$ cat config.mk
export PLATFORM = sky130hd
export DESIGN_NAME = dns_txt_answer_extractor_flat
export DESIGN_NICKNAME = d
export VERILOG_FILES = /design/src/design/dnstxt_pkg.sv /design/src/design/dnstxt_if.sv /design/src/design/dnstxt_parser.sv /design/src/design/dnstxt_result_queue.sv /design/src/design/dns_txt_answer_extractor.sv /design/src/flat_wrapper.sv
export SDC_FILE = /design/constraint.sdc
export NUM_CORES = 1
export LEC_CHECK = 0
export BUFFER_PORTS_ARGS = -buffer_cell sky130_fd_sc_hd__buf_2
export CORE_MARGIN = 2
export CORE_UTILIZATION = 62
export CTS_CLUSTER_DIAMETER = 100
export CTS_CLUSTER_SIZE = 14
export DETAILED_ROUTE_END_ITERATION = 16
export PLACE_DENSITY_LB_ADDON = 0.2
export SLEW_MARGIN = 5
export SYNTH_ARGS = -nofsm -noshare
export SYNTH_HDL_FRONTEND = slang
export SYNTH_HIERARCHICAL = 1
export SYNTH_SLANG_ARGS = --single-unit
$ cat constraint.sdc
create_clock -name clock -period 21.2 [get_ports clock]
set_input_delay 4.24 -clock clock [delete_from_list [all_inputs] [get_ports clock]]
set_output_delay 4.24 -clock clock [all_outputs]
set_load 0.005 [all_outputs]
$ cat src/design/dnstxt_pkg.sv
// package for the dns txt answer extractor: parse phases, result and push types
// and the fixed limits of the parser; no dependencies
package dnstxt_pkg;

   // limits on packet length and on the character buffer
   localparam int MaxPacketBytes = 4096;
   localparam int MaxTextChars   = 8192;

   // fixed layout of the message
   localparam logic [12:0] HeaderLastPos  = 13'd11;
   localparam logic [12:0] AnCountHiPos   = 13'd6;
   localparam logic [12:0] AnCountLoPos   = 13'd7;
   localparam logic [3:0]  QFixedBytes    = 4'd4;
   localparam logic [3:0]  RrTypeHiIdx    = 4'd0;
   localparam logic [3:0]  RrTypeLoIdx    = 4'd1;
   localparam logic [3:0]  RrLenHiIdx     = 4'd8;
   localparam logic [3:0]  RrLenLoIdx     = 4'd9;
   localparam logic [7:0]  PointerMark    = 8'hC0;
   localparam logic [15:0] TxtType        = 16'd16;
   localparam logic [13:0] CapacityReset  = 14'd8192;

   // result kinds
   localparam logic KindChar    = 1'b0;
   localparam logic KindSummary = 1'b1;

   typedef enum logic [3:0] {
      PH_HEADER = 4'd0,
      PH_QLEN   = 4'd1,
      PH_QLABEL = 4'd2,
      PH_QPTR   = 4'd3,
      PH_QFIXED = 4'd4,
      PH_ALEN   = 4'd5,
      PH_ALABEL = 4'd6,
      PH_APTR   = 4'd7,
      PH_RRHDR  = 4'd8,
      PH_RDATA  = 4'd9,
      PH_DONE   = 4'd10
   } phase_type;

   typedef struct packed {
      logic        result_kind;
      logic [7:0]  text_char;
      logic [12:0] text_count;
      logic        last_result;
   } result_type;

   // up to two results from one byte, packed in order
   typedef struct packed {
      logic [1:0] count;
      result_type first;
      result_type second;
   } push_type;

endpackage

$ cat src/design/dnstxt_if.sv
// channel interfaces of the dns txt answer extractor: request, response, csr write
// standalone, no package needed
interface dnstxt_req_if;
   logic        valid;
   logic        ready;
   logic [7:0]  data_byte;
   logic        packet_start;
   logic [12:0] packet_length;
   modport source (output valid, data_byte, packet_start, packet_length, input ready);
   modport sink   (input valid, data_byte, packet_start, packet_length, output ready);
endinterface

interface dnstxt_rsp_if;
   logic        valid;
   logic        ready;
   logic        result_kind;
   logic [7:0]  text_char;
   logic [12:0] text_count;
   logic        last_result;
   modport source (output valid, result_kind, text_char, text_count, last_result,
                   input ready);
   modport sink   (input valid, result_kind, text_char, text_count, last_result,
                   output ready);
endinterface

interface dnstxt_csr_if;
   logic        valid;
   logic        ready;
   logic [13:0] text_capacity;
   modport source (output valid, text_capacity, input ready);
   modport sink   (input valid, text_capacity, output ready);
endinterface

$ cat src/design/dnstxt_parser.sv
// per-byte dns response parser: tracks header, question and answer records
// and produces up to two results per accepted beat; uses dnstxt_pkg
module dnstxt_parser import dnstxt_pkg::*; (
   input  logic        clock,
   input  logic        reset,
   input  logic        accept,
   input  logic [7:0]  data_byte,
   input  logic        packet_start,
   input  logic [12:0] packet_length,
   input  logic [13:0] text_capacity,
   output push_type    push
);

   phase_type   phase_ff, phase_in, phase_cur;
   logic [12:0] byte_position_ff, byte_position_in, pos_cur;
   logic [12:0] length_held_ff, length_held_in, len_cur;
   logic [15:0] answer_total_ff, answer_total_in, answer_cur;
   logic [15:0] answers_seen_ff, answers_seen_in, seen_cur;
   logic [3:0]  field_idx_ff, field_idx_in, field_cur;
   logic [7:0]  label_left_ff, label_left_in, label_cur;
   logic [15:0] record_type_ff, record_type_in, type_cur;
   logic [15:0] rdata_left_ff, rdata_left_in, rdata_cur;
   logic [7:0]  string_left_ff, string_left_in, string_cur;
   logic [12:0] chars_ff, chars_in, chars_cur;

   logic [12:0] plen_nz, plen_clamped;
   logic        active;
   logic        last_byte;
   logic        emit_char;
   logic [16:0] cap_eff;
   logic [12:0] chars_next;

   // clamp of the announced length
   assign plen_nz      = (packet_length == 13'd0) ? 13'd1 : packet_length;
   assign plen_clamped = (plen_nz > MaxPacketBytes) ? 13'(MaxPacketBytes) : plen_nz;

   // state as seen by this beat: a start beat begins from a cleared packet
   always_comb begin
      if (packet_start) begin
         phase_cur  = PH_HEADER;
         pos_cur    = '0;
         len_cur    = plen_clamped;
         answer_cur = '0;
         seen_cur   = '0;
         field_cur  = '0;
         label_cur  = '0;
         type_cur   = '0;
         rdata_cur  = '0;
         string_cur = '0;
         chars_cur  = '0;
      end else begin
         phase_cur  = phase_ff;
         pos_cur    = byte_position_ff;
         len_cur    = length_held_ff;
         answer_cur = answer_total_ff;
         seen_cur   = answers_seen_ff;
         field_cur  = field_idx_ff;
         label_cur  = label_left_ff;
         type_cur   = record_type_ff;
         rdata_cur  = rdata_left_ff;
         string_cur = string_left_ff;
         chars_cur  = chars_ff;
      end
   end

   assign active    = packet_start || (length_held_ff != 13'd0);
   assign last_byte = ({1'b0, pos_cur} + 14'd1) >= {1'b0, len_cur};
   assign cap_eff   = ({3'b0, text_capacity} > MaxTextChars) ? 17'(MaxTextChars)
                                                              : {3'b0, text_capacity};
   assign emit_char = active && (phase_cur == PH_RDATA) && (type_cur == TxtType)
                      && (string_cur != 8'd0)
                      && (({4'b0, chars_cur} + 17'd1) < cap_eff);
   assign chars_next = emit_char ? chars_cur + 13'd1 : chars_cur;

   // next state
   always_comb begin
      phase_in         = phase_cur;
      byte_position_in = pos_cur + 13'd1;
      length_held_in   = len_cur;
      answer_total_in  = answer_cur;
      answers_seen_in  = seen_cur;
      field_idx_in     = field_cur;
      label_left_in    = label_cur;
      record_type_in   = type_cur;
      rdata_left_in    = rdata_cur;
      string_left_in   = string_cur;
      chars_in         = chars_next;

      unique case (phase_cur)
         PH_HEADER: begin
            if (pos_cur == AnCountHiPos) begin
               answer_total_in = {data_byte, 8'h00};
            end else if (pos_cur == AnCountLoPos) begin
               answer_total_in = answer_cur | {8'h00, data_byte};
            end
            if (pos_cur == HeaderLastPos) begin
               phase_in = (answer_total_in != 16'd0) ? PH_QLEN : PH_DONE;
            end
         end
         PH_QLEN, PH_ALEN: begin
            if (data_byte == 8'd0) begin
               phase_in     = (phase_cur == PH_QLEN) ? PH_QFIXED : PH_RRHDR;
               field_idx_in = '0;
            end else if ((data_byte & PointerMark) == PointerMark) begin
               phase_in = (phase_cur == PH_QLEN) ? PH_QPTR : PH_APTR;
            end else begin
               label_left_in = data_byte;
               phase_in      = (phase_cur == PH_QLEN) ? PH_QLABEL : PH_ALABEL;
            end
         end
         PH_QLABEL, PH_ALABEL: begin
            label_left_in = label_cur - 8'd1;
            if (label_left_in == 8'd0) begin
               phase_in = (phase_cur == PH_QLABEL) ? PH_QLEN : PH_ALEN;
            end
         end
         PH_QPTR: begin
            phase_in     = PH_QFIXED;
            field_idx_in = '0;
         end
         PH_APTR: begin
            phase_in     = PH_RRHDR;
            field_idx_in = '0;
         end
         PH_QFIXED: begin
            field_idx_in = field_cur + 4'd1;
            if (field_idx_in >= QFixedBytes) begin
               phase_in = PH_ALEN;
            end
         end
         PH_RRHDR: begin
            if (field_cur == RrTypeHiIdx) begin
               record_type_in = {data_byte, 8'h00};
            end else if (field_cur == RrTypeLoIdx) begin
               record_type_in = type_cur | {8'h00, data_byte};
            end else if (field_cur == RrLenHiIdx) begin
               rdata_left_in = {data_byte, 8'h00};
            end else if (field_cur == RrLenLoIdx) begin
               rdata_left_in = rdata_cur | {8'h00, data_byte};
            end
            if (field_cur >= RrLenLoIdx) begin
               field_idx_in   = '0;
               string_left_in = '0;
               // record data running past the packet ends extraction
               if (({5'b0, pos_cur} + 18'd1 + {2'b0, rdata_left_in}) > {5'b0, len_cur}) begin
                  phase_in = PH_DONE;
               end else if (rdata_left_in == 16'd0) begin
                  answers_seen_in = seen_cur + 16'd1;
                  phase_in = (answers_seen_in >= answer_cur) ? PH_DONE : PH_ALEN;
               end else begin
                  phase_in = PH_RDATA;
               end
            end else begin
               field_idx_in = field_cur + 4'd1;
            end
         end
         PH_RDATA: begin
            if (type_cur == TxtType) begin
               if (string_cur == 8'd0) begin
                  string_left_in = data_byte;
               end else begin
                  string_left_in = string_cur - 8'd1;
               end
            end
            rdata_left_in = rdata_cur - 16'd1;
            if (rdata_left_in == 16'd0) begin
               answers_seen_in = seen_cur + 16'd1;
               phase_in = (answers_seen_in >= answer_cur) ? PH_DONE : PH_ALEN;
            end
         end
         PH_DONE: begin
            phase_in = PH_DONE;
         end
         default: begin
            phase_in = PH_DONE;
         end
      endcase

      // final byte closes the packet
      if (last_byte) begin
         phase_in         = PH_DONE;
         length_held_in   = '0;
         byte_position_in = '0;
      end
   end

   // result outputs: optional character, then the summary on the final byte
   always_comb begin
      push.first  = '0;
      push.second = '0;
      push.count  = 2'd0;
      if (accept && active) begin
         if (emit_char) begin
            push.first.result_kind = KindChar;
            push.first.text_char   = data_byte;
            push.first.text_count  = chars_next;
            push.first.last_result = 1'b0;
            if (last_byte) begin
               push.second.result_kind = KindSummary;
               push.second.text_count  = chars_next;
               push.second.last_result = 1'b1;
               push.count = 2'd2;
            end else begin
               push.count = 2'd1;
            end
         end else if (last_byte) begin
            push.first.result_kind = KindSummary;
            push.first.text_count  = chars_next;
            push.first.last_result = 1'b1;
            push.count = 2'd1;
         end
      end
   end

   // parser state registers
   always_ff @(posedge clock) begin
      if (reset) begin
         phase_ff         <= PH_HEADER;
         byte_position_ff <= '0;
         length_held_ff   <= '0;
         answer_total_ff  <= '0;
         answers_seen_ff  <= '0;
         field_idx_ff     <= '0;
         label_left_ff    <= '0;
         record_type_ff   <= '0;
         rdata_left_ff    <= '0;
         string_left_ff   <= '0;
         chars_ff         <= '0;
      end else if (accept && active) begin
         phase_ff         <= phase_in;
         byte_position_ff <= byte_position_in;
         length_held_ff   <= length_held_in;
         answer_total_ff  <= answer_total_in;
         answers_seen_ff  <= answers_seen_in;
         field_idx_ff     <= field_idx_in;
         label_left_ff    <= label_left_in;
         record_type_ff   <= record_type_in;
         rdata_left_ff    <= rdata_left_in;
         string_left_ff   <= string_left_in;
         chars_ff         <= chars_in;
      end
   end

endmodule

$ cat src/design/dnstxt_result_queue.sv
// four-entry result queue: takes up to two results a cycle, hands out one beat
// a cycle while out_ready is high; uses dnstxt_pkg
module dnstxt_result_queue import dnstxt_pkg::*; (
   input  logic       clock,
   input  logic       reset,
   input  push_type   push,
   output logic       room,
   output logic       out_valid,
   input  logic       out_ready,
   output result_type out_data
);

   result_type  entry_ff [4];
   logic [1:0]  wr_ptr_ff, rd_ptr_ff;
   logic [2:0]  fill_ff, fill_in;
   logic        pop;

   assign room      = (fill_ff <= 3'd2);
   assign out_valid = (fill_ff != 3'd0);
   assign out_data  = entry_ff[rd_ptr_ff];
   assign pop       = out_valid && out_ready;
   assign fill_in   = fill_ff + {1'b0, push.count} - {2'b0, pop};

   // entry storage
   always_ff @(posedge clock) begin
      if (push.count != 2'd0) begin
         entry_ff[wr_ptr_ff] <= push.first;
      end
      if (push.count == 2'd2) begin
         entry_ff[wr_ptr_ff + 2'd1] <= push.second;
      end
   end

   // pointers and fill level
   always_ff @(posedge clock) begin
      if (reset) begin
         wr_ptr_ff <= '0;
         rd_ptr_ff <= '0;
         fill_ff   <= '0;
      end else begin
         wr_ptr_ff <= wr_ptr_ff + push.count;
         rd_ptr_ff <= rd_ptr_ff + {1'b0, pop};
         fill_ff   <= fill_in;
      end
   end

endmodule

$ cat src/design/dns_txt_answer_extractor.sv
// dns txt answer extractor: one response byte per cycle while the result queue has room.
// the results of a taken beat are registered in the result queue and offered on rsp from there.
// a byte with a character and the packet summary gives two result beats; the
// four-entry result queue keeps req ready whenever it has room for two.
// reset (synchronous): no packet active, capacity 8192, result queue empty.
module dns_txt_answer_extractor import dnstxt_pkg::*; (
   input logic         clock,
   input logic         reset,
   dnstxt_req_if.sink  req_bus,
   dnstxt_rsp_if.source rsp_bus,
   dnstxt_csr_if.sink  csr_bus
);

   logic [13:0] capacity_ff;
   logic        req_accept;
   logic        queue_room;
   push_type    push;
   result_type  rsp_data;

   // capacity register, always writable
   assign csr_bus.ready = 1'b1;
   always_ff @(posedge clock) begin
      if (reset) begin
         capacity_ff <= CapacityReset;
      end else if (csr_bus.valid) begin
         capacity_ff <= csr_bus.text_capacity;
      end
   end

   // request beat
   assign req_bus.ready = queue_room;
   assign req_accept    = req_bus.valid && queue_room;

   dnstxt_parser u_parser (
      .clock         (clock),
      .reset         (reset),
      .accept        (req_accept),
      .data_byte     (req_bus.data_byte),
      .packet_start  (req_bus.packet_start),
      .packet_length (req_bus.packet_length),
      .text_capacity (capacity_ff),
      .push          (push)
   );

   dnstxt_result_queue u_queue (
      .clock     (clock),
      .reset     (reset),
      .push      (push),
      .room      (queue_room),
      .out_valid (rsp_bus.valid),
      .out_ready (rsp_bus.ready),
      .out_data  (rsp_data)
   );

   // response payload
   assign rsp_bus.result_kind = rsp_data.result_kind;
   assign rsp_bus.text_char   = rsp_data.text_char;
   assign rsp_bus.text_count  = rsp_data.text_count;
   assign rsp_bus.last_result = rsp_data.last_result;

endmodule
$ cat src/flat_wrapper.sv
// flat-port wrapper written by rule: the top's interface ports become plain ports
module dns_txt_answer_extractor_flat import dnstxt_pkg::*;
  (clock, reset, req_bus_valid, req_bus_data_byte, req_bus_packet_start, req_bus_packet_length, req_bus_ready, rsp_bus_valid, rsp_bus_result_kind, rsp_bus_text_char, rsp_bus_text_count, rsp_bus_last_result, rsp_bus_ready, csr_bus_valid, csr_bus_text_capacity, csr_bus_ready);
  dnstxt_req_if req_bus_i ();
  dnstxt_rsp_if rsp_bus_i ();
  dnstxt_csr_if csr_bus_i ();
  input logic clock;
  input logic reset;
  input wire logic [$bits(req_bus_i.valid)-1:0] req_bus_valid;
  input wire logic [$bits(req_bus_i.data_byte)-1:0] req_bus_data_byte;
  input wire logic [$bits(req_bus_i.packet_start)-1:0] req_bus_packet_start;
  input wire logic [$bits(req_bus_i.packet_length)-1:0] req_bus_packet_length;
  output wire logic [$bits(req_bus_i.ready)-1:0] req_bus_ready;
  output wire logic [$bits(rsp_bus_i.valid)-1:0] rsp_bus_valid;
  output wire logic [$bits(rsp_bus_i.result_kind)-1:0] rsp_bus_result_kind;
  output wire logic [$bits(rsp_bus_i.text_char)-1:0] rsp_bus_text_char;
  output wire logic [$bits(rsp_bus_i.text_count)-1:0] rsp_bus_text_count;
  output wire logic [$bits(rsp_bus_i.last_result)-1:0] rsp_bus_last_result;
  input wire logic [$bits(rsp_bus_i.ready)-1:0] rsp_bus_ready;
  input wire logic [$bits(csr_bus_i.valid)-1:0] csr_bus_valid;
  input wire logic [$bits(csr_bus_i.text_capacity)-1:0] csr_bus_text_capacity;
  output wire logic [$bits(csr_bus_i.ready)-1:0] csr_bus_ready;
  assign req_bus_i.valid = req_bus_valid;
  assign req_bus_i.data_byte = req_bus_data_byte;
  assign req_bus_i.packet_start = req_bus_packet_start;
  assign req_bus_i.packet_length = req_bus_packet_length;
  assign req_bus_ready = req_bus_i.ready;
  assign rsp_bus_valid = rsp_bus_i.valid;
  assign rsp_bus_result_kind = rsp_bus_i.result_kind;
  assign rsp_bus_text_char = rsp_bus_i.text_char;
  assign rsp_bus_text_count = rsp_bus_i.text_count;
  assign rsp_bus_last_result = rsp_bus_i.last_result;
  assign rsp_bus_i.ready = rsp_bus_ready;
  assign csr_bus_i.valid = csr_bus_valid;
  assign csr_bus_i.text_capacity = csr_bus_text_capacity;
  assign csr_bus_ready = csr_bus_i.ready;
  dns_txt_answer_extractor u_core (.clock(clock), .reset(reset), .req_bus(req_bus_i), .rsp_bus(rsp_bus_i), .csr_bus(csr_bus_i));
endmodule
* Word-level counts from Yosys, hierarchy flattened
Memories as Yosys holds them, arrays and structs flattened. A register that Yosys moved wholly into a read port is not among the register bits.
Index checks and enable logic that the tools add are counted.
Widths: inputs -> output; s select.
** Storage, ports and cells
- Memories kept :: 1
- Input port bits :: 41
- Output and inout port bits :: 26
- Bits in latches :: 0
- Bits in read-only memories :: 0
- Register bits :: 148
- Memory bits (writable) :: 92
** Cells by class
- Divide/modulo/power cells :: 0
- Reduce and logical (&&, ||, !) cells :: 24
- Add/subtract/negate cells :: 16
- Bitwise logic cells :: 3
- Muxes and demuxes :: 78
- Magnitude comparators :: 9
- Shifts and indexed selects :: 0
- Eq/ne operators :: 18
- Multiply operators :: 0
** Memory list
- u_core.u_queue.entry_ff :: depth 4, bits a word 23, read ports 1, clocked after memory_dff 1, write ports 2, line dnstxt_result_queue.sv:13 : result_type entry_ff [4];
** Operator list (number)
- $mux 16 :: 20
- $mux 13 :: 8
- $mux 14 :: 5
- $mux 4 :: 16
- $mux 8 :: 8
- $pmux 16 s2 :: 2
- $or 16x8->16 :: 3
- $add 13x1->14 const B :: 3
- $logic_not 16->1 :: 2
- $pmux 4 s8 :: 1
- $pmux 8 s2 :: 2
- $add 13x1->13 const B :: 2
- $eq 13x3->1 const B :: 2
- $mux 26 :: 1
- $logic_not 8->1 :: 3
- $add 14x16->17 :: 1
- $gt 17x13->1 :: 1
- $add 16x1->16 const B :: 1
- $eq 16x5->1 const B :: 1
- $eq 4x3->1 const B :: 4
- $eq 4x4->1 const B :: 4
- $ge 16x16->1 :: 1
- $pmux 4 s4 :: 1
- $reduce_bool 16->1 :: 1
- other kinds (31) :: 55

* Longest topological paths before layout
- Word-level depth :: 13
- Gate-level depth with buffers :: 34
- Depth with buffers taken out :: 26

* Hierarchy
The synthesis kept the hierarchy.
** Modules (own cells, without submodules)
- dnstxt_parser :: area an instance 11335.9 um2, times used 1, sequential area each 2542.4 um2, cells an instance 1607
- dnstxt_result_queue :: area an instance 5084.9 um2, times used 1, sequential area each 2902.8 um2, cells an instance 269
- dns_txt_answer_extractor :: area an instance 528.0 um2, times used 1, sequential area each 280.3 um2, cells an instance 48

* Worst setup path before layout
Ideal clock, no wire load.
- Path kind :: input to register
- Start point :: in req_bus_packet_start
- End point :: mem u_core/u_queue/entry_ff[0][0] (netlist name), enable pin
- Path slack :: 9.454 ns
- Data required time :: 20.761 ns
- Stages on the path :: 25
- Data arrival time :: 11.308 ns
- Path through :: inv_1 -> clkbuf_1 -> clkbuf_1 -> buf_1 -> clkbuf_1 -> buf_1 -> nand2_1 -> inv_1 -> ha_1 -> nand3_1 -> nor4bb_1 -> nand3_1 -> nor3b_1 -> nand2_1 -> xnor2_1 -> ha_1 -> a21o_1 -> a21oi_1 -> nor2b_1 -> a2111oi_0 -> clkinv_1 -> ha_1 -> and3_1 -> nor2_1 -> o31ai_1
** RTL lines
- start, declared :: line flat_wrapper.sv:11 : input wire logic [$bits(req_bus_i.packet_start)-1:0] req_bus_packet_start;
- end, declared :: line dnstxt_result_queue.sv:13

==> results.md <==
* Routability congestion estimate at 0.926
* WP data required at 21.34 ns
* Post-synthesis async set-or-reset flop share at 0
* Fin Clk Skew at 0.0226 ns
* Number of gates resized after CTS at 0
* Placed cell areas at 17200 sq um
* Number of unique standard cell types used by synthesis at 99
* Combinational share of power at 0.263
* Largest net degree at the start of global routing at 90
* Count of yosys warnings during synthesis at 6
* Wire length of the first global-routing pass at 72800 um
* I/O pin count at 67
* Number of buffers added by the clock tree synthesis step at 21
* Ratio of cells with drive above 1 in the final layout at 0.136
* Buffer cell driving the clock tree root: clkbuf_16
* Number of max-cap violations at 0
* Adder and majority gate portion of the synthesized area at 0.0636
* Met2 wire length at 21400 um
* CTS tree: done
* Full die area at 28700 sq um
* Starting utilization of the core area at 0.631
* Standard-cell row count at 60
* Total power divided by cell area at 68.2 nW/um^2
* CP Launch Type: primary input
* Core area at 26900 sq um
* Commonest register cell after synthesis: dfxtp_1
* Highest metal used: met4
* Maximum buffer depth of the clock tree at 3
* HPWL Detailed at 30800 um
* CP Class: primary input to flip-flop
* Final critical-path share of the clock period at 0.519
* Final Hold Vio Count at 0
* Antenna violations before repair at 0
* Buf+Inv Stages, Crit Path at 6
* Total leakage power at 6.50 nW
* Post-route ant nets at 0
* Sum Neg Setup Slack at 0 ns
* Internal power component at 0.817 mW
* Area fraction in compound gates after synthesis at 0.174
* Data arrival time at the worst-slack endpoint at 11.15 ns
* Power share of the clock group at 0.295
* Post-detailed-routing wire length at 46000 um
* Die W at 169 um
* Reported net switching power at 0.394 mW
* Netlist area before placement at 16900 sq um
* Buffers added on ports at 65
* Sequential power share at 0.441
* RSZ-0062 raised after global routing: false
* CTS sink count at 240
* Worst voltage drop across the vdd grid at 0.0000597 V
* DR WL met3 at 3430 um
* Length of the first detailed-routing pass in iterations at 6
* Largest family of logic cells by synthesized area: simple AND/OR/NAND/NOR gates
* CP max FO at 41
* Setup violators final at 0
* Count of state elements after synthesis at 240
* Hold/Removal Path Class: flip-flop to flip-flop
* Die span in y at 169 um
* Worst-case headroom to the max-slew limit at 0.187
* CTS clk-pin slew, worst paths at 0.07 ns
* Overall global routing resource usage at 0.313
* Switching power as a share of total power at 0.326
* Worst setup EP type: flip-flop
* Number of flops mapped to enable cells by yosys at 92
* Net count, final at 2016
* Finished layout cell area at 17800 sq um
* Number of max-slew violations in the final report at 0
* Initial DRC count at 1697
* Number of diodes at 0
* Final period demand of the worst path at 11.01 ns
* Worst Max-Slew Pin Slew at 1.22 ns
* Proportion of synthesized chip area in sequential cells at 0.338
* Via count of the first global-routing pass at 14004
* Critical path's largest stage delay at 0.80 ns
* Overflow left after global routing at 0
* Number of cells produced by synthesis at 1924
* Hold-fix buffer count after cts at 0
* Clock network latency to the later pin of the worst-skew pair at 0.52 ns
* Final design utilization at 0.661
* Highest clock frequency the design can meet at 90.8 MHz
* Family with the most delay on the worst path: simple AND/OR/NAND/NOR gates
* Per-cell via count in the routed design at 6.61
* Post-synthesis to final-layout area growth at 4.76%
* Met1 WL at 18900 um
* Xor-xnor portion of the synthesized cell area at 0.0404
* Number of setup buffers added after CTS at 0
* DRC violations left at 0
* Sequence of cells on the critical path: buf_4, inv_2, nand2_1, inv_1, ha_1, nand3_1, nor4bb_1, nand3_1, nor3b_1, nand2_1, xnor2_1, ha_1, a21o_1, a21oi_1, nor2b_1, a2111oi_2, buf_4, clkinv_1, ha_1, and3_1, nor4bb_4, buf_4, a21o_1
* Result of the run: finished clean
* Cell with the largest stage delay on the worst path: a21o_1
* Number of H-tree branching levels at 1
* Mean Syn Cell Area at 8.81 sq um
* Wirelength per Cell at 20.5 um
* Simple-Gate Fraction of Synth Area at 0.212
* Power, Total at 1.21 mW
* Mux cell area share after synthesis at 0.120
* Number of vias after detailed routing at 14798
-- worst paths after layout --
check                                 startpoint                               end  slack, ns  depth (start not counted)
max                         req_bus_packet_start    u_core/u_queue/entry_ff[2][16]      10.19                         23
min             u_core/u_parser/label_left_ff[7]  u_core/u_parser/label_left_ff[7]       0.48                          2
max reg2reg  u_core/u_parser/byte_position_ff[1]    u_core/u_queue/entry_ff[2][16]      14.35                         21
min reg2reg     u_core/u_parser/label_left_ff[7]  u_core/u_parser/label_left_ff[7]       0.48                          2
-- tightest hold or removal path: stages, from the launching register on --
cell and delay [ns]:
dfxtp_1 0.31, o21ai_0 0.07, a21oi_1 0.06
-- placed cells by master (no fill, tap or decap), types with 31 or more instances in the layout --
cell type    n
edfxtp_1    92
xnor2_1     49
buf_2       63
nand2_1    190
ha_1        82
nor2_1     209
nor3_1      48
nand3_1     49
a21oi_1    122
mux2i_1     33
nor2b_1     50
nor4_1      37
and3_1      40
a22oi_1     70
inv_1       31
o21ai_0    109
dfxtp_1    147
mux2_2      68
-- logic make-up after synthesis --
logic type | Yosys count
other | 2
buffers and inverters | 183
xor gates and xnor gates | 75
and+or+nand+nor | 727
adders and majority gates | 85
AOI/OAI and AO/OA | 459
muxes | 153
DFF | 240
-- final cells by class --
cell class                 instances  area, sq um
clock buffer                      29          556
clock inverter                     2         25.0
fill                            2230         9120
inverter                          34          128
multi-input combinational       1508        10400
sequential                       240         5730
tap                              341          427
timing repair buffer              86          488
-- synthesized netlist by cell type, types with 6 or more instances --
cell type	number	area, sq um
a21o_1	17	128
nand3_1	49	245
a221oi_1	8	70.1
edfxtp_1	92	2760
a21oi_1	122	611
xor2_1	24	210
nor3_1	48	240
buf_4	19	143
o21ai_1	8	40.0
a211oi_1	18	135
a31oi_1	13	81.3
ha_1	82	1030
mux4_2	23	518
nor2_1	210	788
o22ai_1	7	43.8
mux2i_1	33	330
nor3b_1	8	60.1
buf_1	15	56.3
or4_1	10	75.1
and3_1	40	250
o211ai_1	8	60.1
nor4_1	37	231
or3_1	13	81.3
dfxtp_1	148	2960
clkbuf_1	89	334
nor2b_1	51	319
o21ai_0	110	551
a22oi_1	70	526
nand2b_1	22	138
buf_2	15	75.1
mux2_4	24	360
mux2_2	68	766
xnor2_1	49	429
o21a_1	6	45.0
and2_1	6	37.5
nand4_1	12	75.1
nand2_1	191	717
inv_1	32	120
o31ai_1	10	75.1
-- metal layers --
metal,global-route usage,vias up
met2,0.522,684
met5,0,-
met1,0.402,6967
met4,0.151,0
met3,0.0443,150
li1,-,6997
-- power groups by stage --
stage | Clock (mW) | Combinational [mW] | Sequential [mW]
2_1_floorplan | 0 | 0.249 | 0.519
3_3_place_gp | 0 | 0.305 | 0.543
3_5_place_dp | 0 | 0.312 | 0.544
4_1_cts | 0.363 | 0.314 | 0.534
5_1_grt | 0.377 | 0.349 | 0.539
6_report | 0.358 | 0.319 | 0.535
-- registers in the layout, summed over array words and instances (netlist names) --
| register | cells |
|---|---|
| u_core/u_parser/string_left_ff | 8 |
| u_core/u_parser/label_left_ff | 8 |
| u_core/u_parser/answer_total_ff | 16 |
| u_core/u_queue/entry_ff | 92 |
| u_core/u_parser/rdata_left_ff | 16 |
| u_core/u_queue/fill_ff | 3 |
| u_core/u_queue/wr_ptr_ff | 2 |
| u_core/u_parser/field_idx_ff | 4 |
| u_core/capacity_ff | 14 |
| u_core/u_parser/record_type_ff | 16 |
| u_core/u_parser/phase_ff | 4 |
| u_core/u_parser/chars_ff | 13 |
| u_core/u_parser/answers_seen_ff | 16 |
| u_core/u_queue/rd_ptr_ff | 2 |
| u_core/u_parser/length_held_ff | 13 |
| u_core/u_parser/byte_position_ff | 13 |
-- stage by stage --
stage          setup slack (ns)  std cells  hold slack [ns]
2_1_floorplan              9.45       1931            0.440
3_3_place_gp              10.04       2209            0.463
3_5_place_dp               9.80       2209            0.466
4_1_cts                   10.31       2240            0.476
5_1_grt                    9.50       2240            0.504
6_report                  10.19       2240            0.478
(Power assumes the default switching activity.)
